File: src/hdl/urm_pkg.sv
// ----------------------------------------------------------------------------
// urm_pkg: shared types and constants of the ultrasonic ranger
// Request and result structs, configuration struct and register indexes,
// the phase encoding and the constants of the tick-to-centimetre conversion.
// ----------------------------------------------------------------------------
package urm_pkg;

    localparam int COUNT_WIDTH     = 16;
    localparam int DIST_WIDTH      = 11;
    localparam int TRIG_LEN_WIDTH  = 8;
    localparam int TIMEOUT_WIDTH   = 16;
    localparam int OFFSET_WIDTH    = 10;
    localparam int CFG_INDEX_WIDTH = 2;
    localparam int CFG_DATA_WIDTH  = 16;

    localparam logic [CFG_INDEX_WIDTH-1:0] CFG_TRIGGER_LENGTH = CFG_INDEX_WIDTH'(0);
    localparam logic [CFG_INDEX_WIDTH-1:0] CFG_TIMEOUT        = CFG_INDEX_WIDTH'(1);
    localparam logic [CFG_INDEX_WIDTH-1:0] CFG_OFFSET         = CFG_INDEX_WIDTH'(2);

    localparam logic [TRIG_LEN_WIDTH-1:0] TRIG_LEN_RESET = TRIG_LEN_WIDTH'(10);
    localparam logic [TIMEOUT_WIDTH-1:0]  TIMEOUT_RESET  = TIMEOUT_WIDTH'(10000);
    localparam logic [OFFSET_WIDTH-1:0]   OFFSET_RESET   = OFFSET_WIDTH'(30);

    localparam logic [COUNT_WIDTH-1:0] COUNT_MAX = {COUNT_WIDTH{1'b1}};
    localparam logic [DIST_WIDTH-1:0]  DIST_MAX  = {DIST_WIDTH{1'b1}};

    // floor(count*17/1000) as (count*CONV_MULT) >> CONV_SHIFT, exact over the count range
    localparam int CONV_SHIFT      = COUNT_WIDTH + 10;
    localparam int CONV_MULT_WIDTH = COUNT_WIDTH + 5;
    localparam longint unsigned CONV_MULT_FULL =
        ((longint'(17) << CONV_SHIFT) + longint'(999)) / longint'(1000);
    localparam logic [CONV_MULT_WIDTH-1:0] CONV_MULT = CONV_MULT_WIDTH'(CONV_MULT_FULL);
    localparam int PROD_WIDTH = COUNT_WIDTH + CONV_MULT_WIDTH;
    localparam int QUOT_WIDTH = PROD_WIDTH - CONV_SHIFT;
    localparam int DIFF_WIDTH = (QUOT_WIDTH > DIST_WIDTH) ? QUOT_WIDTH : DIST_WIDTH;
    localparam int CMP_WIDTH  = (COUNT_WIDTH > TIMEOUT_WIDTH) ? COUNT_WIDTH : TIMEOUT_WIDTH;

    typedef enum logic [1:0] {
        PH_IDLE = 2'd0,
        PH_TRIG = 2'd1,
        PH_WAIT = 2'd2
    } t_phase;

    typedef struct packed {
        logic start_request;
        logic echo_level;
    } t_in_item;

    typedef struct packed {
        logic                  trigger_level;
        logic [DIST_WIDTH-1:0] distance_cm;
        logic                  busy_res;
        logic                  result_ready;
        logic                  timed_out;
    } t_out_item;

    typedef struct packed {
        logic [TRIG_LEN_WIDTH-1:0] trigger_length_us;
        logic [TIMEOUT_WIDTH-1:0]  timeout_us;
        logic [OFFSET_WIDTH-1:0]   offset_cm;
    } t_cfg;

endpackage

File: src/hdl/urm_cfg_regs.sv
// ----------------------------------------------------------------------------
// urm_cfg_regs: configuration registers
// Holds trigger length, timeout and offset, written through the index port.
// ----------------------------------------------------------------------------
module urm_cfg_regs (
    input  logic                                i_clk,
    input  logic                                i_rst_n,
    input  logic                                i_cfg_valid,
    output logic                                o_cfg_ready,
    input  logic [urm_pkg::CFG_INDEX_WIDTH-1:0] i_cfg_index,
    input  logic [urm_pkg::CFG_DATA_WIDTH-1:0]  i_cfg_data,
    output urm_pkg::t_cfg                       o_cfg
);
    import urm_pkg::*;

    t_cfg r_cfg;

    assign o_cfg_ready = 1'b1;
    assign o_cfg       = r_cfg;

    always_ff @(posedge i_clk) begin
        if (!i_rst_n) begin
            r_cfg.trigger_length_us <= TRIG_LEN_RESET;
            r_cfg.timeout_us        <= TIMEOUT_RESET;
            r_cfg.offset_cm         <= OFFSET_RESET;
        end else if (i_cfg_valid && o_cfg_ready) begin
            unique case (i_cfg_index)
                CFG_TRIGGER_LENGTH: r_cfg.trigger_length_us <= i_cfg_data[TRIG_LEN_WIDTH-1:0];
                CFG_TIMEOUT:        r_cfg.timeout_us        <= i_cfg_data[TIMEOUT_WIDTH-1:0];
                CFG_OFFSET:         r_cfg.offset_cm         <= i_cfg_data[OFFSET_WIDTH-1:0];
                default: begin
                end
            endcase
        end
    end

endmodule

File: src/hdl/urm_convert.sv
// ----------------------------------------------------------------------------
// urm_convert: tick count to distance
// One reciprocal multiply for floor(count*17/1000), offset subtract, clamping.
// ----------------------------------------------------------------------------
module urm_convert (
    input  logic [urm_pkg::COUNT_WIDTH-1:0]  i_count,
    input  logic [urm_pkg::OFFSET_WIDTH-1:0] i_offset,
    output logic [urm_pkg::DIST_WIDTH-1:0]   o_distance
);
    import urm_pkg::*;

    logic [PROD_WIDTH-1:0] product;
    logic [QUOT_WIDTH-1:0] quotient;
    logic [DIFF_WIDTH-1:0] quot_ext;
    logic [DIFF_WIDTH-1:0] offset_ext;
    logic [DIFF_WIDTH-1:0] diff;

    assign product    = PROD_WIDTH'(i_count) * PROD_WIDTH'(CONV_MULT);
    assign quotient   = product[PROD_WIDTH-1:CONV_SHIFT];
    assign quot_ext   = DIFF_WIDTH'(quotient);
    assign offset_ext = DIFF_WIDTH'(i_offset);
    assign diff       = quot_ext - offset_ext;

    always_comb begin
        priority if (quot_ext <= offset_ext) begin
            o_distance = '0;
        end else if (diff > DIFF_WIDTH'(DIST_MAX)) begin
            o_distance = DIST_MAX;
        end else begin
            o_distance = diff[DIST_WIDTH-1:0];
        end
    end

endmodule

File: src/hdl/urm_ctrl.sv
// ----------------------------------------------------------------------------
// urm_ctrl: measurement sequencer
// Phase, elapsed counter, echo edge detect and latched distance; produces
// the result of each accepted tick.
// ----------------------------------------------------------------------------
module urm_ctrl (
    input  logic               i_clk,
    input  logic               i_rst_n,
    input  logic               i_accept,
    input  urm_pkg::t_in_item  i_item,
    input  urm_pkg::t_cfg      i_cfg,
    output urm_pkg::t_out_item o_result
);
    import urm_pkg::*;

    t_phase                  r_phase;
    t_phase                  n_phase;
    logic [COUNT_WIDTH-1:0]  r_count;
    logic [COUNT_WIDTH-1:0]  n_count;
    logic                    r_echo_prev;
    logic [DIST_WIDTH-1:0]   r_dist;
    logic [DIST_WIDTH-1:0]   n_dist;

    t_phase                  cur_phase;
    logic [COUNT_WIDTH-1:0]  cur_count;
    logic [COUNT_WIDTH-1:0]  count_inc;
    logic                    fall;
    logic                    trig_done;
    logic                    wait_expired;
    logic [DIST_WIDTH-1:0]   conv_dist;
    logic                    trig;
    logic                    ready;
    logic                    tmo;

    urm_convert u_convert (
        .i_count    (r_count),
        .i_offset   (i_cfg.offset_cm),
        .o_distance (conv_dist)
    );

    // a start request restarts the measurement
    assign cur_phase    = i_item.start_request ? PH_TRIG : r_phase;
    assign cur_count    = i_item.start_request ? '0 : r_count;
    assign count_inc    = (cur_count == COUNT_MAX) ? cur_count : cur_count + 1'b1;
    assign fall         = r_echo_prev && !i_item.echo_level;
    assign trig_done    = count_inc >= COUNT_WIDTH'(i_cfg.trigger_length_us);
    assign wait_expired = (CMP_WIDTH'(count_inc) >= CMP_WIDTH'(i_cfg.timeout_us))
                          || (count_inc == COUNT_MAX);

    // next state
    always_comb begin
        n_phase = cur_phase;
        n_count = cur_count;
        unique case (cur_phase)
            PH_TRIG: begin
                if (trig_done) begin
                    n_phase = PH_WAIT;
                    n_count = '0;
                end else begin
                    n_count = count_inc;
                end
            end
            PH_WAIT: begin
                if (fall || wait_expired) begin
                    n_phase = PH_IDLE;
                    n_count = '0;
                end else begin
                    n_count = count_inc;
                end
            end
            default: begin
                n_phase = PH_IDLE;
            end
        endcase
    end

    // outputs
    always_comb begin
        trig   = 1'b0;
        ready  = 1'b0;
        tmo    = 1'b0;
        n_dist = r_dist;
        unique case (cur_phase)
            PH_TRIG: begin
                trig = 1'b1;
            end
            PH_WAIT: begin
                if (fall) begin
                    n_dist = conv_dist;
                    ready  = 1'b1;
                end else if (wait_expired) begin
                    n_dist = '0;
                    tmo    = 1'b1;
                end
            end
            default: begin
                if (fall) begin
                    n_dist = '0;
                    ready  = 1'b1;
                end
            end
        endcase
    end

    always_ff @(posedge i_clk) begin
        if (!i_rst_n) begin
            r_phase     <= PH_IDLE;
            r_count     <= '0;
            r_echo_prev <= 1'b0;
            r_dist      <= '0;
        end else if (i_accept) begin
            r_phase     <= n_phase;
            r_count     <= n_count;
            r_echo_prev <= i_item.echo_level;
            r_dist      <= n_dist;
        end
    end

    assign o_result.trigger_level = trig;
    assign o_result.distance_cm   = n_dist;
    assign o_result.busy_res      = (n_phase == PH_TRIG) || (n_phase == PH_WAIT);
    assign o_result.result_ready  = ready;
    assign o_result.timed_out     = tmo;

endmodule

File: src/hdl/ultrasonic_range_measure.sv
// ----------------------------------------------------------------------------
// ultrasonic_range_measure: ultrasonic time-of-flight ranger
// A request's result is captured in the output register on acceptance; one
// request per cycle is taken unless the output stalls, set by the single
// pass from state registers through converter multiply into output register.
// Synchronous active-low reset restores register defaults, idles the
// sequencer, clears counter, echo history and distance, empties the output.
// ----------------------------------------------------------------------------
module ultrasonic_range_measure (
    input  logic                                i_clk,
    input  logic                                i_rst_n,
    input  logic                                i_in_valid,
    output logic                                o_in_stall,
    input  urm_pkg::t_in_item                   i_in_data,
    output logic                                o_out_valid,
    input  logic                                i_out_stall,
    output urm_pkg::t_out_item                  o_out_data,
    input  logic                                i_cfg_valid,
    output logic                                o_cfg_ready,
    input  logic [urm_pkg::CFG_INDEX_WIDTH-1:0] i_cfg_index,
    input  logic [urm_pkg::CFG_DATA_WIDTH-1:0]  i_cfg_data
);
    import urm_pkg::*;

    t_cfg      cfg;
    t_out_item result;
    logic      in_accept;
    logic      r_out_valid;
    t_out_item r_out_data;

    assign o_in_stall = r_out_valid && i_out_stall;
    assign in_accept  = i_in_valid && !o_in_stall;

    urm_cfg_regs u_cfg_regs (
        .i_clk       (i_clk),
        .i_rst_n     (i_rst_n),
        .i_cfg_valid (i_cfg_valid),
        .o_cfg_ready (o_cfg_ready),
        .i_cfg_index (i_cfg_index),
        .i_cfg_data  (i_cfg_data),
        .o_cfg       (cfg)
    );

    urm_ctrl u_ctrl (
        .i_clk    (i_clk),
        .i_rst_n  (i_rst_n),
        .i_accept (in_accept),
        .i_item   (i_in_data),
        .i_cfg    (cfg),
        .o_result (result)
    );

    always_ff @(posedge i_clk) begin
        if (!i_rst_n) begin
            r_out_valid <= 1'b0;
        end else if (!r_out_valid || !i_out_stall) begin
            r_out_valid <= in_accept;
        end
    end

    always_ff @(posedge i_clk) begin
        if (in_accept) begin
            r_out_data <= result;
        end
    end

    assign o_out_valid = r_out_valid;
    assign o_out_data  = r_out_data;

    a_ready_tmo_excl: assert property (@(posedge i_clk) disable iff (!i_rst_n)
        o_out_valid |-> !(o_out_data.result_ready && o_out_data.timed_out))
        else $error("reading and timeout flagged together");

    a_trig_busy: assert property (@(posedge i_clk) disable iff (!i_rst_n)
        (o_out_valid && o_out_data.trigger_level) |-> o_out_data.busy_res)
        else $error("trigger high without busy");

    a_tmo_clears: assert property (@(posedge i_clk) disable iff (!i_rst_n)
        (o_out_valid && o_out_data.timed_out)
            |-> (o_out_data.distance_cm == '0 && !o_out_data.busy_res))
        else $error("timeout left distance or busy set");

    a_stall_full: assert property (@(posedge i_clk) disable iff (!i_rst_n)
        o_in_stall |-> o_out_valid)
        else $error("request stalled with empty output register");

endmodule
File: config.mk
export PLATFORM = sky130hd
export DESIGN_NAME = ultrasonic_range_measure
export DESIGN_NICKNAME = d
export VERILOG_FILES = /design/src/hdl/urm_pkg.sv /design/src/hdl/urm_cfg_regs.sv /design/src/hdl/urm_convert.sv /design/src/hdl/urm_ctrl.sv /design/src/hdl/ultrasonic_range_measure.sv
export SDC_FILE = /design/constraint.sdc
export NUM_CORES = 1
export LEC_CHECK = 0
export ABC_AREA = 0
export BUFFER_PORTS_ARGS = -buffer_cell sky130_fd_sc_hd__buf_4
export CAP_MARGIN = 20
export CORE_MARGIN = 10
export CORE_UTILIZATION = 62
export CTS_CLUSTER_SIZE = 40
export DETAILED_ROUTE_END_ITERATION = 10
export HOLD_SLACK_MARGIN = 0.15
export PLACE_DENSITY = 0.8
export SLEW_MARGIN = 20
export SYNTH_ARGS = -nofsm -noshare
export SYNTH_HDL_FRONTEND = slang
export SYNTH_HIERARCHICAL = 1
export SYNTH_SLANG_ARGS = --single-unit
export TNS_END_PERCENT = 5
File: constraint.sdc
create_clock -name i_clk -period 19.2 [get_ports i_clk]
set_clock_uncertainty 0.1 [all_clocks]
set_input_delay 2.88 -clock i_clk [delete_from_list [all_inputs] [get_ports i_clk]]
set_output_delay 2.88 -clock i_clk [all_outputs]
set_load 0.005 [all_outputs]
==> flow_metrics.py <==
metrics = {
    "hold_path": {
        "min_to": "u_cfg_regs/o_cfg[11]",
        "whs_path_depth": 2,
        "worstHoldPathType": "register to register",
        "min-delay-start": "u_cfg_regs/o_cfg[11]",
    },
    "layout": {
        "multiInputGateArea_um2": 8000,
        "layout.nets": 1556,
        "fillers": 1388,
        "drive_gt1_share_pct": 8.02,
        "seq_area_um2": 1750,
        "area_delta_synth_final_pct": 7.07,
        "final_cells": 1472,
        "fin_util_pct": 67.3,
        "final_area_um2": 11600,
        "diodes": 0,
    },
    "timing": {
        "fmax_mhz": 120,
        "drv_slew": 0,
        "relSlewSlack_pct": 29.6,
        "fin_tns_setup_ps": 0,
        "fin_ws_ps": 10830,
        "min_period_over_period_pct": 43.6,
        "fin_crit_ps": 8370,
        "rsz0062_at_grt": "false",
        "worst_pin_slew_ps": 1060,
        "final-setup-viol-count": 0,
        "hold_violations": 0,
    },
    "place": {
        "place_inst": 1456,
        "place_area_um2": 11200,
        "dp_slack_ps": 10920,
        "gp_congestion": 0.935,
        "hpwlAfterDp_um": 20900,
        "portBuffers": 41,
    },
    "synthesis": {
        "synth_cell_types": 76,
        "synthCells": 1219,
        "yosysSeqAreaShare_pct": 16.2,
        "syn_area_um2": 10800,
        "yosysTopAreaCell": "ha_1",
        "synth.most_common_cell": "inv_1",
        "synth_commonest_cells": "inv_1 (231), ha_1 (197), nand2_1 (121)",
        "yosysWarnings": 6,
        "synth_edf_count": 15,
        "yosys_register_bits": 80,
        "synth_area_leaders": "ha_1 (23%), fa_1 (17%), dfxtp_1 (12%), inv_1 (8.0%), nand2_1 (4.2%)",
        "syn_area_per_cell_um2": 8.86,
        "yosys.area.top_type_share_pct": 22.8,
        "syn_nets": 1533,
        "async_reset_ff_share_pct": 0,
        "synth_top_flop_cell": "dfxtp_1",
    },
    "route": {
        "drt_iter0_markers": 590,
        "via_per_inst": 5.86,
        "vias": 8633,
        "drt_first_pass_iters": 7,
        "post_drt_wl_per_cell_um": 17.6,
        "routed_wl_um": 25900,
        "antenna_left": 0,
        "drc_errors": 0,
    },
    "global_route": {
        "grt_pass1_vias": 8622,
        "grt_max_degree": 72,
        "grt_pass1_wl_um": 42900,
        "antenna_found_initial": 0,
        "grt_usage_pct": 22.1,
        "overflow": 0,
    },
    "flow_run": {
        "maxCapViolations": 0,
    },
    "setup_path": {
        "crit_type": "register to register",
        "start_kind": "register",
        "slowest_delay_ps": 740,
        "slowest_stage": "dfxtp_1",
        "reg2reg_slack_ps": 10830,
        "endpoint_kind": "register",
        "worstReg2RegStart": "u_ctrl/r_count[14]",
        "crit_fanout": 16,
        "crit_required_ps": 19280,
        "r2r_cells": 29,
        "timing.rr.end": "u_ctrl/r_dist[1]",
        "arrival_ps": 8450,
        "path_common_cell": "fa_1",
    },
    "clock_tree": {
        "cts_tree": "built",
        "clkLatencyLatePin_ps": 340,
        "cts_made_buffers": 9,
        "postCtsResizedCells": 0,
        "clockRootBuffer": "clkbuf_16",
        "clockBufferDepth": 2,
        "cts_setup_buffers": 0,
        "cts.htree.levels": 3,
        "cts_sinks": 80,
        "cts_hold_buffers": 0,
        "clk_pin_slew_worst_paths_ps": 70,
    },
    "floorplan": {
        "start_util_pct": 62.9,
        "fp.dieH_um": 152,
        "die_x_um": 152,
        "num_io_pins": 43,
        "die_area_um2": 23100,
        "core_um2": 17200,
        "rows": 48,
    },
    "power": {
        "leakagePower_nw": 6.23,
        "powerDensity_nw_per_um2": 37.3,
        "ir_drop_mv": 0.0501,
    },
    "outcome": {
        "outcome": "finished clean",
    },
}
## power breakdown
group	internal (mW)	total, mW	leakage, nW	switching [mW]
logic	0.0282	0.0719	5.40	0.0436
registers	0.176	0.179	0.679	0.00286
clock network	0.104	0.180	0.150	0.0767
## registers in the layout (all words and copies together), names as in the netlist
| signal | flops |
|---|---|
| u_ctrl/r_echo_prev | 1 |
| o_out_data | 15 |
| u_ctrl/r_phase | 2 |
| u_ctrl/r_dist | 11 |
| u_cfg_regs/o_cfg | 34 |
| o_out_valid | 1 |
| u_ctrl/r_count | 16 |
## kinds of logic after synthesis
group / after synthesis / synth area share, %
buffers and inverters: 266 / 9.86
other: 1 / 0.0347
AO/OA/AOI/OAI: 231 / 14.9
adder cells (fa/ha/maj): 289 / 39.9
flip-flops: 80 / 16.2
XOR/XNOR: 21 / 1.70
AND/OR/NAND/NOR: 298 / 14.3
multiplexers: 33 / 3.07
## cell usage in the layout, fill, tap and decap left out, drive strengths merged, types with 20 or more instances in the layout
cell / n
ha: 197
a31oi: 23
buf: 46
nor2: 31
o21ai: 55
inv: 235
nand3: 20
a21o: 27
nor2b: 21
a21oi: 52
dfxtp: 65
fa: 92
mux2i: 32
nand2: 121
## area by class of cell
class                   count  area share (%)
clock buffers               9            1.95
clock inverters             7           0.747
inverters                 232            7.53
multi-input cells         873            69.2
flip-flops and latches     80            15.2
well taps                 225            2.44
repair buffers             46            2.99
## worst max-delay path, delay by kind of cell (launching register included)
kind | cells | cell delay, ps
fa+ha+maj | 8 | 3650
compound gates | 13 | 2820
flops | 1 | 740
simple gates | 3 | 350
buf+inv | 4 | 290
xor+xnor | 1 | 240
## how the worst max path moves through the flow
stage	start	endpoint	slack [ps]	cells past startpoint
after floorplan	u_ctrl/r_count[5]	u_ctrl/r_dist[4]	11900	28
after global placement	u_ctrl/r_count[14]	u_ctrl/r_dist[8]	11080	29
after global routing	u_ctrl/r_count[14]	u_ctrl/r_dist[6]	10400	29
after CTS	u_ctrl/r_count[14]	u_ctrl/r_dist[2]	10900	29
after detailed placement	u_ctrl/r_count[14]	u_ctrl/r_dist[2]	10920	29
final	u_ctrl/r_count[14]	u_ctrl/r_dist[1]	10830	29
## metal layers
layer	track usage [%]	share of wire, %	wire [µm]
met5	0	0	0
met2	35.1	46	12000
met4	5.50	1.9	499
met1	30.2	46	11800
met3	4.09	6.1	1590
## per-stage QoR
stage | hold slack (ps) | power [mW]
floorplan | 335 | 0.232
global placement | 344 | 0.251
detailed placement | 349 | 0.253
CTS | 359 | 0.433
global route | 371 | 0.451
finish | 358 | 0.431
(Power assumes the default switching activity.)
